==> src/hw/rtl/signed_add_sub_mul_div_unit_macros.svh <==
// Assertion macros shared by the ALU modules.
`ifndef SIGNED_ADD_SUB_MUL_DIV_UNIT_MACROS_SVH
`define SIGNED_ADD_SUB_MUL_DIV_UNIT_MACROS_SVH

// Same-cycle implication.
`define SASMD_ASSERT_IMPL(label, clk, rst, ante, cons) \
   label: assert property (@(posedge clk) disable iff (rst) (ante) |-> (cons)) \
      else $error("%m: assertion failed");

// Next-cycle implication.
`define SASMD_ASSERT_NEXT(label, clk, rst, ante, cons) \
   label: assert property (@(posedge clk) disable iff (rst) (ante) |=> (cons)) \
      else $error("%m: assertion failed");

`endif

==> src/hw/rtl/sasmd_pkg.sv <==
// Shared types, constants and helpers for the signed ALU.
`timescale 1ns / 1ps

package sasmd_pkg;

   localparam int DATA_WIDTH = 32;
   localparam int STEP_CNT_WIDTH = $clog2(DATA_WIDTH);
   localparam logic [STEP_CNT_WIDTH-1:0] LAST_STEP = STEP_CNT_WIDTH'(DATA_WIDTH - 1);

   typedef enum logic [1:0] {
      ACT_ADD = 2'd0,
      ACT_SUB = 2'd1,
      ACT_MUL = 2'd2,
      ACT_DIV = 2'd3
   } action_type;

   typedef struct packed {
      logic load;
      logic step;
      logic finish;
   } cmd_type;

   function automatic logic [DATA_WIDTH-1:0] magnitude(input logic [DATA_WIDTH-1:0] v);
      logic [DATA_WIDTH-1:0] neg;
      neg = DATA_WIDTH'(~v + 1'b1);
      return v[DATA_WIDTH-1] ? neg : v;
   endfunction

   function automatic logic is_iterative(input action_type act);
      return (act == ACT_MUL) || (act == ACT_DIV);
   endfunction

endpackage

==> src/hw/rtl/sasmd_datapath.sv <==
// Datapath: operand registers, shift-add multiplier and restoring divider.
`timescale 1ns / 1ps
`include "signed_add_sub_mul_div_unit_macros.svh"

module sasmd_datapath (
   input  logic                                    clock,
   input  logic                                    reset,
   input  sasmd_pkg::cmd_type                      cmd,
   input  logic [1:0]                              req_action,
   input  logic signed [sasmd_pkg::DATA_WIDTH-1:0] req_operand_a,
   input  logic signed [sasmd_pkg::DATA_WIDTH-1:0] req_operand_b,
   output logic signed [sasmd_pkg::DATA_WIDTH-1:0] rsp_result,
   output logic                                    rsp_divide_by_zero
);

   localparam int DW = sasmd_pkg::DATA_WIDTH;

   sasmd_pkg::action_type action_in;
   sasmd_pkg::action_type action_ff;
   logic [DW-1:0] op_a;
   logic [DW-1:0] op_b;
   logic [DW-1:0] sum_ab;
   logic [DW-1:0] diff_ab;
   logic [DW-1:0] work_a_ff;
   logic [DW-1:0] work_b_ff;
   logic [DW:0]   acc_ff;
   logic [DW-1:0] quo_ff;
   logic          neg_ff;
   logic          dz_ff;
   logic [DW:0]   rem_shift;
   logic [DW:0]   den_ext;
   logic [DW:0]   rem_diff;
   logic          rem_ge;
   logic [DW-1:0] mul_sum;
   logic [DW-1:0] final_mag;
   logic [DW-1:0] final_val;
   logic [DW-1:0] rsp_result_ff;
   logic          rsp_dz_ff;

   assign action_in = sasmd_pkg::action_type'(req_action);
   assign op_a      = req_operand_a;
   assign op_b      = req_operand_b;
   assign sum_ab    = op_a + op_b;
   assign diff_ab   = op_a - op_b;

   // one restoring division step: shift in next dividend bit, try the divisor
   assign rem_shift = {acc_ff[DW-1:0], work_a_ff[DW-1]};
   assign den_ext   = {1'b0, work_b_ff};
   assign rem_ge    = rem_shift >= den_ext;
   assign rem_diff  = rem_shift - den_ext;

   assign mul_sum   = acc_ff[DW-1:0] + work_a_ff;

   assign final_mag = (action_ff == sasmd_pkg::ACT_DIV) ? quo_ff : acc_ff[DW-1:0];
   assign final_val = (sasmd_pkg::is_iterative(action_ff) && neg_ff) ?
                      DW'(~final_mag + 1'b1) : final_mag;

   always_ff @(posedge clock) begin
      if (cmd.load) begin
         action_ff <= action_in;
         work_a_ff <= sasmd_pkg::magnitude(op_a);
         work_b_ff <= sasmd_pkg::magnitude(op_b);
         quo_ff    <= '0;
         neg_ff    <= op_a[DW-1] ^ op_b[DW-1];
         dz_ff     <= (action_in == sasmd_pkg::ACT_DIV) && (op_b == '0);
         case (action_in)
            sasmd_pkg::ACT_ADD: acc_ff <= {1'b0, sum_ab};
            sasmd_pkg::ACT_SUB: acc_ff <= {1'b0, diff_ab};
            default:            acc_ff <= '0;
         endcase
      end else if (cmd.step) begin
         case (action_ff)
            sasmd_pkg::ACT_MUL: begin
               if (work_b_ff[0]) begin
                  acc_ff <= {1'b0, mul_sum};
               end
               work_a_ff <= {work_a_ff[DW-2:0], 1'b0};
               work_b_ff <= {1'b0, work_b_ff[DW-1:1]};
            end
            sasmd_pkg::ACT_DIV: begin
               acc_ff    <= rem_ge ? rem_diff : rem_shift;
               quo_ff    <= {quo_ff[DW-2:0], rem_ge};
               work_a_ff <= {work_a_ff[DW-2:0], 1'b0};
            end
            default: begin
               acc_ff <= acc_ff;
            end
         endcase
      end
      if (cmd.finish) begin
         rsp_result_ff <= dz_ff ? '0 : final_val;
         rsp_dz_ff     <= dz_ff;
      end
   end

   assign rsp_result         = rsp_result_ff;
   assign rsp_divide_by_zero = rsp_dz_ff;

   `SASMD_ASSERT_NEXT(a_dz_zero, clock, reset, cmd.finish && dz_ff, rsp_result_ff == '0)
   `SASMD_ASSERT_IMPL(a_step_act, clock, reset, cmd.step, sasmd_pkg::is_iterative(action_ff))

endmodule

==> src/hw/rtl/sasmd_controller.sv <==
// Controller: sequences load, iteration and result strobe.
`timescale 1ns / 1ps
`include "signed_add_sub_mul_div_unit_macros.svh"

module sasmd_controller (
   input  logic               clock,
   input  logic               reset,
   input  logic               start,
   input  logic [1:0]         req_action,
   output logic               busy,
   output logic               rsp_valid,
   output sasmd_pkg::cmd_type cmd
);

   typedef enum logic [2:0] {
      S_IDLE = 3'b001,
      S_ITER = 3'b010,
      S_FIN  = 3'b100
   } state_type;

   state_type state_ff;
   state_type state_in;
   logic [sasmd_pkg::STEP_CNT_WIDTH-1:0] count_ff;
   logic [sasmd_pkg::STEP_CNT_WIDTH-1:0] count_in;
   logic rsp_valid_ff;
   logic rsp_valid_in;
   logic iter_more;

   always_comb begin
      state_in = state_ff;
      count_in = count_ff;
      cmd      = '0;
      unique case (state_ff)
         S_IDLE: begin
            if (start) begin
               cmd.load = 1'b1;
               count_in = '0;
               // add and subtract are computed at load and skip the iteration state
               state_in = sasmd_pkg::is_iterative(sasmd_pkg::action_type'(req_action)) ?
                          S_ITER : S_FIN;
            end
         end
         S_ITER: begin
            cmd.step = 1'b1;
            count_in = count_ff + 1'b1;
            if (count_ff == sasmd_pkg::LAST_STEP) begin
               state_in = S_FIN;
            end
         end
         S_FIN: begin
            cmd.finish = 1'b1;
            state_in   = S_IDLE;
         end
         default: begin
            state_in = S_IDLE;
         end
      endcase
   end

   assign rsp_valid_in = cmd.finish;

   always_ff @(posedge clock) begin
      if (reset) begin
         state_ff     <= S_IDLE;
         count_ff     <= '0;
         rsp_valid_ff <= 1'b0;
      end else begin
         state_ff     <= state_in;
         count_ff     <= count_in;
         rsp_valid_ff <= rsp_valid_in;
      end
   end

   assign busy      = (state_ff != S_IDLE);
   assign rsp_valid = rsp_valid_ff;
   assign iter_more = (state_ff == S_ITER) && (count_ff != sasmd_pkg::LAST_STEP);

   `SASMD_ASSERT_NEXT(a_fin_strobe, clock, reset, state_ff == S_FIN, rsp_valid_ff)
   `SASMD_ASSERT_IMPL(a_strobe_idle, clock, reset, rsp_valid_ff, state_ff == S_IDLE)
   `SASMD_ASSERT_NEXT(a_iter_hold, clock, reset, iter_more, state_ff == S_ITER)
   `SASMD_ASSERT_IMPL(a_onehot, clock, reset, 1'b1, $onehot(state_ff))

endmodule

==> src/hw/rtl/signed_add_sub_mul_div_unit.sv <==
// Top level of the signed add / subtract / multiply / divide unit.
//
// Usage:
//   Drive req_action, req_operand_a and req_operand_b and raise start; the word
//   is taken at a clock edge where start is high and busy is low. Actions:
//   0 add, 1 subtract, 2 multiply, 3 divide (quotient truncated toward zero).
//   Exactly one result word follows: rsp_valid is high for one cycle with
//   rsp_result and rsp_divide_by_zero; the receiver must take it then, since
//   it cannot stall the unit. Dividing by zero gives 0 with the flag set.
//   Sequence after the accepting edge: add and subtract are computed at load,
//   then the finish state registers the result; multiply and divide run load,
//   32 steps of the shared shift-add / restoring-divide loop, one per operand
//   bit, then sign fix in the finish state. Busy drops in the strobe cycle,
//   so the next word may be accepted while the previous result is shown.
//   Reset (synchronous, active high) returns the controller to idle and
//   clears the strobe; an item in flight is dropped.
`timescale 1ns / 1ps

module signed_add_sub_mul_div_unit (
   input  logic                                    clock,
   input  logic                                    reset,
   input  logic                                    start,
   output logic                                    busy,
   input  logic [1:0]                              req_action,
   input  logic signed [sasmd_pkg::DATA_WIDTH-1:0] req_operand_a,
   input  logic signed [sasmd_pkg::DATA_WIDTH-1:0] req_operand_b,
   output logic                                    rsp_valid,
   output logic signed [sasmd_pkg::DATA_WIDTH-1:0] rsp_result,
   output logic                                    rsp_divide_by_zero
);

   sasmd_pkg::cmd_type cmd;

   sasmd_controller u_controller (
      .clock      (clock),
      .reset      (reset),
      .start      (start),
      .req_action (req_action),
      .busy       (busy),
      .rsp_valid  (rsp_valid),
      .cmd        (cmd)
   );

   sasmd_datapath u_datapath (
      .clock              (clock),
      .reset              (reset),
      .cmd                (cmd),
      .req_action         (req_action),
      .req_operand_a      (req_operand_a),
      .req_operand_b      (req_operand_b),
      .rsp_result         (rsp_result),
      .rsp_divide_by_zero (rsp_divide_by_zero)
   );

endmodule
==> config.mk <==
export PLATFORM = sky130hd
export DESIGN_NAME = signed_add_sub_mul_div_unit
export DESIGN_NICKNAME = d
export VERILOG_FILES = /design/src/hw/rtl/sasmd_pkg.sv /design/src/hw/rtl/sasmd_datapath.sv /design/src/hw/rtl/sasmd_controller.sv /design/src/hw/rtl/signed_add_sub_mul_div_unit.sv
export VERILOG_INCLUDE_DIRS = /design/src /design/src/hw/rtl
export SDC_FILE = /design/constraint.sdc
export NUM_CORES = 1
export LEC_CHECK = 0
export ABC_AREA = 0
export BUFFER_PORTS_ARGS = -buffer_cell sky130_fd_sc_hd__buf_2
export CAP_MARGIN = 30
export CORE_MARGIN = 2
export CORE_UTILIZATION = 40
export CTS_CLUSTER_DIAMETER = 80
export DETAILED_ROUTE_END_ITERATION = 10
export SKIP_LAST_GASP = 1
export SYNTH_ARGS = -nofsm -noshare
export SYNTH_HDL_FRONTEND = slang
export SYNTH_SLANG_ARGS = --single-unit
==> constraint.sdc <==
create_clock -name clock -period 7.08 [get_ports clock]
set_input_delay 1.416 -clock clock [delete_from_list [all_inputs] [get_ports clock]]
set_output_delay 1.416 -clock clock [all_outputs]
set_load 0.02 [all_outputs]
# Word-level counts from Yosys, hierarchy flattened
# Index checks and enable logic that the tools add are counted.
# classes
addsub,8
magnitude_cmp,1
n_eq_ne,13
n_mux,26
bitwise_logic,4
reduce_logical,18
# ops
op,n
$mux 32,14
$pmux 32 s2,2
$add 32x1->32 const B,3
$not 32->32,3
$add 32x32->32,2
$sub 32x32->32,2
$ge 33x32->1,1
$logic_not 32->1,1
$pmux 5 s2,1
$reduce_and 2->1,5
$mux 3,3
$eq 2x2->1 const B,4
$reduce_bool 2->1,4
$pmux 3 s2,1
$add 5x1->5 const B,1
$eq 5x5->1 const B,1
$mux 5,1
$mux 1,4
$eq 3x1->1 const B,1
$eq 3x2->1 const B,1
$eq 3x3->1 const B,1
$ne 3x1->1 const B,1
$ne 3x2->1 const B,1
$reduce_and 3->1,1
9 further kinds,11
# totals
ff_bits,174
inputBits,69
out_inout_bits,35
elab_cells,82

# Longest topological paths before layout
# Gate-level depths: netlist of run 1.
# depth
ltp_word,5
mapped_depth,21
ltp_nobuf,20

# Hierarchy
# From an unflattened synthesis of run 1, not the netlist that was laid out.
# hier_totals
hier_cells,1807
area_unflattened_um2,15120.8
# by_module_without_submodules
module,instances,cells_per_inst,area_per_inst_um2,seq_area_each_um2
sasmd_datapath,1,1759,14669.1,4634.4
sasmd_controller,1,48,451.7,180.2

# Least setup slack after synthesis of run 1
# No wires, ideal clock.
# synth_path
path_kind,input port to flip-flop
start,input port req_operand_b[2] (netlist bit)
end,register u_datapath.acc_ff[30] (data pin)
setup_time_ns,0.158
arrival_time_ns,5.705
t_required_ns,6.922
setup_slack_ns,1.217
stages,18
path_buffers,1
path_cell_list,or3_4 -> or3_4 -> or4b_4 -> or4_4 -> buf_6 -> or3_4 -> or4_4 -> nand2_1 -> xor2_1 -> ha_1 -> a21oi_1 -> o21ai_0 -> a21o_1 -> a21oi_1 -> mux2_2 -> o22ai_1 -> a21oi_1 -> o211ai_1
# synth_via
elab_chain_len,3
elab_cells_between_ends,4
cone_classes,add/sub (2); mux (2)
# synth_lines
item,line_no,rtl
start: declaration,signed_add_sub_mul_div_unit.sv:26,"input logic signed [sasmd_pkg::DATA_WIDTH-1:0] req_operand_b,"
$sub 32x32->32 / $add 32x32->32 (equally long branches),"sasmd_datapath.sv:44, sasmd_datapath.sv:43",
$pmux 32 s2 (*),sasmd_datapath.sv:66,case (action_in)
$mux 32 (*),sasmd_datapath.sv:59,if (cmd.load) begin
end signal: assignment,sasmd_datapath.sv:67,"sasmd_pkg::ACT_ADD: acc_ff <= {1'b0, sum_ab};"
end signal: assignment,sasmd_datapath.sv:68,"sasmd_pkg::ACT_SUB: acc_ff <= {1'b0, diff_ab};"
end signal: assignment,sasmd_datapath.sv:75,"acc_ff <= {1'b0, mul_sum};"
end: declaration,sasmd_datapath.sv:26,logic [DW:0] acc_ff;
# Mark *: on every way between the ends. The rest lies on a longest branch, timed or not.
# A chain may end at the register's enable or synchronous reset.

# Worst setup path after layout of run 1
# layout_path
start,input port req_operand_b[2] (netlist bit)
end,register u_datapath.acc_ff[31] (data pin)
# The elaborated chain is that of the path after synthesis.

==> summary.txt, run 1 <==
Timing
  – Hold Vio Cnt, Final: 0
  – Post-Route Skew: ~0.015 ns
  – Endpoints failing setup: 0
  – Tcrit/Tclk final: between 80% and 90%
  – Max Fclk: roughly 170 MHz
  – Max-slew violations: 0
  – RSZ-0062 raised after global routing: no
  – Slew margin rel.: a little over a third
  – Worst hold margin: between 0.4 and 0.5 ns
  – Fin Setup TNS: 0 ns
  – Final min period: 5.88 ns
  – Worst-Margin Slew: a little under 1 ns

CTS
  – Max Buffers Root-to-Sink: 2
  – Clock Latency Late Sink: about 0.45 ns
  – CTS clk-pin slew, worst paths: 0.07 ns
  – Num CTS Buffers: 17
  – Htree depth: 4
  – Hold_buf cts: 0
  – Num Clock Sinks: around 170
  – CTS root buf: clkbuf_16
  – CTS tree: yes
  – Post-CTS setup buffer count: 0
  – Post-cts sizing count: 0

Run
  – Max_cap viols: 0

Logic synthesis
  – Mapped Cells: 1813
  – Seq/Total Area, Yosys: about a third
  – Syn_area_per_cell: 8.29 um^2
  – Syn Nets: a little under 2000
  – Synth area leader: edfxtp_1
  – Post-synth EDFFs: ~130
  – Ys async rst share: 0%
  – YS warnings: 0
  – Top-count cell post-synth: nand2_1
  – Synth area leaders: edfxtp_1 (27%), ha_1 (8.2%), xor2_1 (8.0%), nand2_1 (6.5%), dfxtp_1 (5.5%)
  – FF+latch count, synth: between 150 and 200
  – Main synth FF type: edfxtp_1
  – Most frequent cells after synthesis: nand2_1 (260), o21ai_0 (164), a21oi_1 (157)
  – Unique masters post-synth: 75
  – Top cell type's share of synthesized area: about a quarter
  – Synthesized area: roughly 15000 um^2

Setup path
  – Crit path max fanout: 6
  – Crit start category: primary input
  – CP Cell Sequence: buf_2, or3_4, or3_4, or4b_4, or3_2, nand2_1, xor2_1, ha_1, a2111oi_0, o21ai_0, o21a_1, a211oi_1, a21oi_1, a2111oi_0, o21ai_0, a21oi_1, xnor2_1, o22ai_1
  – Worst EP required: 7.25 ns
  – Crit Path Class: primary input to flip-flop
  – Worst path max stage delay: roughly 0.57 ns
  – CP endpoint kind: flip-flop
  – Slowest-stage cell, CP: or4b_4
  – Data arrival, critical path: 6.05 ns

Layout
  – Final nets: a little over 2000
  – Final cell count without fillers: 2347
  – ANT cells: 0
  – Layout cells sized above 1: under 10%
  – Multi-input logic area: approximately 9600 um^2
  – Fillers: between 3000 and 4000
  – Storage element area: between 4000 and 5000 um^2
  – Layout overhead on the synthesized area: 10.1%

Die
  – Initial core utilization: 40.3%
  – Die Y: 198 um
  – Die X: ~200 um
  – Core Area: 37300 um^2
  – IO Pins: around 100
  – Core Rows: 71
  – Die ar.: 39200 um^2

Route
  – DRT iter0 DRCs: 829
  – Drt drc: 0
  – Post-route ant nets: 0
  – Via/cell ratio: between 5 and 6
  – Drt pass-1 iters: 5
  – Post-Route WL: approximately 44000 um
  – Drt wl/cell: 18.8 um
  – Via count: between 10000 and 15000

Power
  – Max rail drop VDD: about 0.00021 V
  – P_leak: around 7.0 nW
  – Pwr Density: between 200 and 250 nW/um^2
  – Overall Power: 0.00408 W

Placed design
  – GP Congestion: ~0.87
  – Post-placement cell count: ~2300
  – I/O Buffers: between 100 and 150
  – Hpwl dp: 34500 um

Global routing
  – GR Util All Layers: between 20% and 30%
  – Vias in the first global route: 12600
  – Initial antenna violation count: 0
  – First-pass GRT wire length: between 60000 and 70000 um
  – Gr ovfl total: 0
  – Largest net degree at the start of global routing: slightly below 100

Worst hold path
  – Worst min-delay path class: flip-flop to flip-flop

Status
  – Result of the run: complete, no violations
-- critical path, delay by kind of cell --
family | cells | cell delay (ns)
buffers and inverters | 1 | 0.13
AOI/OAI and AO/OA | 9 | 2.23
and+or+nand+nor | 5 | 1.87
xor gates and xnor gates | 2 | 0.19
adders and majority gates | 1 | 0.21
-- kinds of logic (layout without fill, tap and decap cells) --
logic type | Yosys count | in the layout | synth area share (%)
simple gates | 595 | 595 | 18.4
mux | 61 | 61 | 4.08
xor+xnor | 192 | 192 | 11.2
fa+ha+maj | 102 | 102 | 8.64
compound gates | 532 | 532 | 21.4
flops | 174 | 174 | 32.0
buf+inv | 157 | 217 | 4.28
-- where the power goes --
| group | switching [W] | internal [W] |
|---|---|---|
| logic | 0.00106 | 0.000723 |
| clock network | 0.000420 | 0.000529 |
| registers | 0.000108 | 0.00124 |
-- cell usage in the layout (no fill, tap or decap), types with 22 or more instances in the layout --
master,n
o21ai_0,164
a21oi_1,156
xor2_1,138
o31ai_1,22
nand3_1,30
nand2_1,258
nand2b_1,23
buf_2,103
ha_1,99
inv_1,62
edfxtp_1,133
mux2i_1,59
nor3_1,38
nor2_1,121
xnor2_1,54
a21o_1,49
or3_1,24
dfxtp_1,41
-- area by class of cell --
type,instances,area share (%)
multi-input cells,1482,58.1
flip-flops and latches,174,29.1
repair buffers,122,4.29
well taps,474,3.58
clock buffers,25,3.25
inverters,63,1.43
clock inverters,7,0.280
-- path summary, 6_finish.rpt --
kind                                       from  slack [ns]  cells past startpoint                            endpoint
max reg2reg      u_datapath.acc_ff[1]$_DFFE_PP_        2.74                     12     u_datapath.acc_ff[30]$_DFFE_PP_
min reg2reg  u_datapath.quo_ff[31]$_SDFFE_PP0P_        0.46                      2  u_datapath.quo_ff[31]$_SDFFE_PP0P_
min          u_datapath.quo_ff[31]$_SDFFE_PP0P_        0.46                      2  u_datapath.quo_ff[31]$_SDFFE_PP0P_
max                            req_operand_b[2]        1.20                     18     u_datapath.acc_ff[31]$_DFFE_PP_
-- sequential cells by signal (all words and copies together) (netlist names), 2 cells and up --
signal and count:
u_controller.count_ff 5, u_controller.state_ff 3, u_datapath.acc_ff 32, u_datapath.action_ff 2, u_datapath.quo_ff 32, u_datapath.rsp_result 32, u_datapath.work_a_ff 32, u_datapath.work_b_ff 32
-- metal layers --
layer	GRT usage [%]	part of all wire [%]	vias to the layer above
li1	-	-	6638
met4	7.10	2.2	0
met3	2.88	5.6	43
met2	35.1	43	391
met1	32.8	50	6222
met5	0	0	-
-- through the flow --
| stage | worst slack, ns | area, um^2 | util (%) |
|---|---|---|---|
| floorplan | 1.22 | 15000 | - |
| global placement | 0.760 | 15900 | 42.6 |
| detailed placement | 0.732 | 15900 | 42.7 |
| CTS | 1.23 | 16500 | 44.3 |
| global route | 0.858 | 16600 | 44.4 |
| finish | 1.20 | 16600 | 44.4 |
(Power assumes the default switching activity.)
==> run 2: changes to the inputs <==
==> constraint.sdc (replaced) <==
create_clock -name clock -period 6.11 [get_ports clock]
set_input_delay 1.222 -clock clock [delete_from_list [all_inputs] [get_ports clock]]
set_output_delay 1.222 -clock clock [all_outputs]
set_load 0.02 [all_outputs]
==> run 2 against run 1 <==
Effect of this change: register-to-register slack worse by 1.0 ns; combinational power is 16% higher; setup slack worse by 0.70 ns; first-iteration DRC count is 15% higher; non-clock buffer count is 9 higher; hold slack better by 0.00057 ns; critical endpoint is now u_datapath.acc_ff[30]$_DFFE_PP_; clock power is 13% higher; sequential power is 15% higher; count of clock-buffer cells in the layout is 6 lower; flip-flop and latch count stayed put; critical path depth stayed put; wire length hardly changed.
==> summary.txt, run 2 (synthesis gave the netlist of run 1 again) <==
Route
  – WL met1: 21300 um (-2.4%)
  – DRT iter0 DRCs: 950 (+15%)
  – Via/cell ratio: 5.64 (-0.45%)
  – Routed wl met3: 2700 um (+9.4%)
  – Drt drc: 0 (unchanged)
  – Drt pass-1 iters: 5 (unchanged)
  – Drt wl/cell: 18.7 um (-0.28%)
  – Top Metal Used: met4
  – Post-route ant nets: 0 (unchanged)
  – Post-Route WL: 44100 um (about the same)
  – Via count: 13300 (-0.068%)
  – DR WL met2: 19100 um (+1.8%)

CTS
  – Clock Latency Late Sink: 0.46 ns (about the same)
  – Htree depth: 4 (unchanged)
  – Post-CTS setup buffer count: 0 (unchanged)
  – CTS tree: yes
  – Num CTS Buffers: 17 (unchanged)
  – Post-cts sizing count: 0 (unchanged)
  – Num Clock Sinks: 174 (unchanged)
  – CTS root buf: clkbuf_16
  – Hold_buf cts: 0 (unchanged)
  – Max Buffers Root-to-Sink: 2 (unchanged)
  – CTS clk-pin slew, worst paths: 0.07 ns (about the same)

Global routing
  – Gr ovfl total: 0 (unchanged)
  – Initial antenna violation count: 0 (unchanged)
  – GR Util All Layers: 22.8% (+0.11 points)
  – Vias in the first global route: 12500 (-0.75%)
  – Largest net degree at the start of global routing: 102 (+4.1%)
  – First-pass GRT wire length: 69200 um (+0.87%)

Run
  – Max_cap viols: 0 (unchanged)

Layout
  – Final nets: 2040 (+0.44%)
  – Commonest non-fill, non-tap cell in the layout: nand2_1
  – ANT cells: 0 (unchanged)
  – Layout cells sized above 1: 10.1% (+0.54 points)
  – Fillers: 3786 (+0.56%)
  – Layout overhead on the synthesized area: 10.4%
  – Most frequent cells in the layout: nand2_1 (258), o21ai_0 (164), a21oi_1 (156)

Setup path
  – CP endpoint kind: flip-flop
  – Crit Path Class: primary input to flip-flop
  – Crit start category: primary input
  – Worst EP required: 6.39 ns (-0.86 ns)
  – Data arrival, critical path: 5.89 ns (-0.16 ns)
  – Crit path max fanout: 6 (unchanged)

Timing
  – Hold Vio Cnt, Final: 0 (unchanged)
  – Slew margin rel.: 40.2% (+4.4 points)
  – Post-Route Skew: 0.0173 ns (+0.00268 ns)
  – Final min period: around 5.6 ns
  – Worst hold margin: 0.461 ns (+0.000572 ns)
  – Max Fclk: between 150 and 200 MHz
  – Tcrit/Tclk final: between 90% and 100%
  – Fin Setup TNS: 0 ns (unchanged)
  – Max-slew violations: 0 (unchanged)
  – Endpoints failing setup: 0 (unchanged)
  – Worst-Margin Slew: 0.897 ns (-0.0653 ns)
  – RSZ-0062 raised after global routing: no

Power
  – P_leak: 7.06 nW (+0.45%)
  – Pwr Density: 284 nW/um^2 (+15%)
  – Max rail drop VDD: 0.000231 V (+12%)

Die
  – IO Pins: 104 (unchanged)
  – Core Area: 37300 um^2 (unchanged)
  – Die X: 198 um (unchanged)
  – Die Y: 198 um (unchanged)
  – Core Rows: 71 (unchanged)
  – Die ar.: 39200 um^2 (unchanged)
  – Initial core utilization: 40.3% (unchanged)

Worst hold path
  – Worst min-delay path class: flip-flop to flip-flop

Placed design
  – GP Congestion: 0.875 (+0.98%)
  – I/O Buffers: 103 (unchanged)
  – Hpwl dp: 35100 um (+1.8%)

Status
  – Result of the run: complete, no violations
-- run 2: critical path: stages --
cell	delay, ns
buf_2	0.13
or3_4	0.40
or3_4	0.35
or4b_4	0.57
or4_4	0.45
or3_4	0.38
or4_4	0.44
nand2_1	0.09
xor2_1	0.14
ha_1	0.30
a21oi_1	0.21
o21ai_0	0.12
a21o_1	0.19
a21oi_1	0.20
mux2_2	0.37
o22ai_1	0.15
a21oi_1	0.07
o211ai_1	0.10
-- run 2: layer usage --
layer / GRT usage, % / vias up
met3: 2.67 / 36
met1: 33.1 / 6187
met5: 0 / -
met2: 35.3 / 387
li1: - / 6675
met4: 7.13 / 0
-- run 2: cell type report --
cell class | count | area, um^2 | share of cell area [%]
Sequential cell | 174 | 4810 | 29.0
Inverter | 63 | 236 | 1.43
Timing Repair Buffer | 131 | 773 | 4.66
Clock inverter | 13 | 97.6 | 0.588
Clock buffer | 19 | 464 | 2.80
Tap cell | 474 | 593 | 3.57
Multi-Input combinational cell | 1482 | 9610 | 57.9
-- run 2: through the flow --
step	utilization (%)	power, W	instance area, um^2	worst slack [ns]	std cells
final	44.5	0.00471	16600	0.496	2356
after CTS	44.5	0.00470	16600	0.539	2356
after global placement	42.8	0.00360	16000	0.121	2321
after detailed placement	43.0	0.00362	16000	0.0912	2324
after global routing	44.5	0.00502	16600	0.304	2356
after floorplan	-	0.00309	15000	0.441	1813
-- run 2: final timing paths --
kind / from / end / slack (ns) / cells past startpoint
min reg2reg: u_datapath.quo_ff[31]$_SDFFE_PP0P_ / u_datapath.quo_ff[31]$_SDFFE_PP0P_ / 0.46 / 2
min: u_datapath.quo_ff[31]$_SDFFE_PP0P_ / u_datapath.quo_ff[31]$_SDFFE_PP0P_ / 0.46 / 2
max reg2reg: u_datapath.acc_ff[1]$_DFFE_PP_ / u_datapath.acc_ff[13]$_DFFE_PP_ / 1.74 / 13
max: req_operand_b[2] / u_datapath.acc_ff[30]$_DFFE_PP_ / 0.50 / 18
-- run 2: power breakdown --
part	total (W)	internal, W	switching [W]
registers	0.00155	0.00143	0.000121
clock network	0.00107	0.000563	0.000511
logic	0.00208	0.000847	0.00123
total	0.00471	0.00284	0.00186
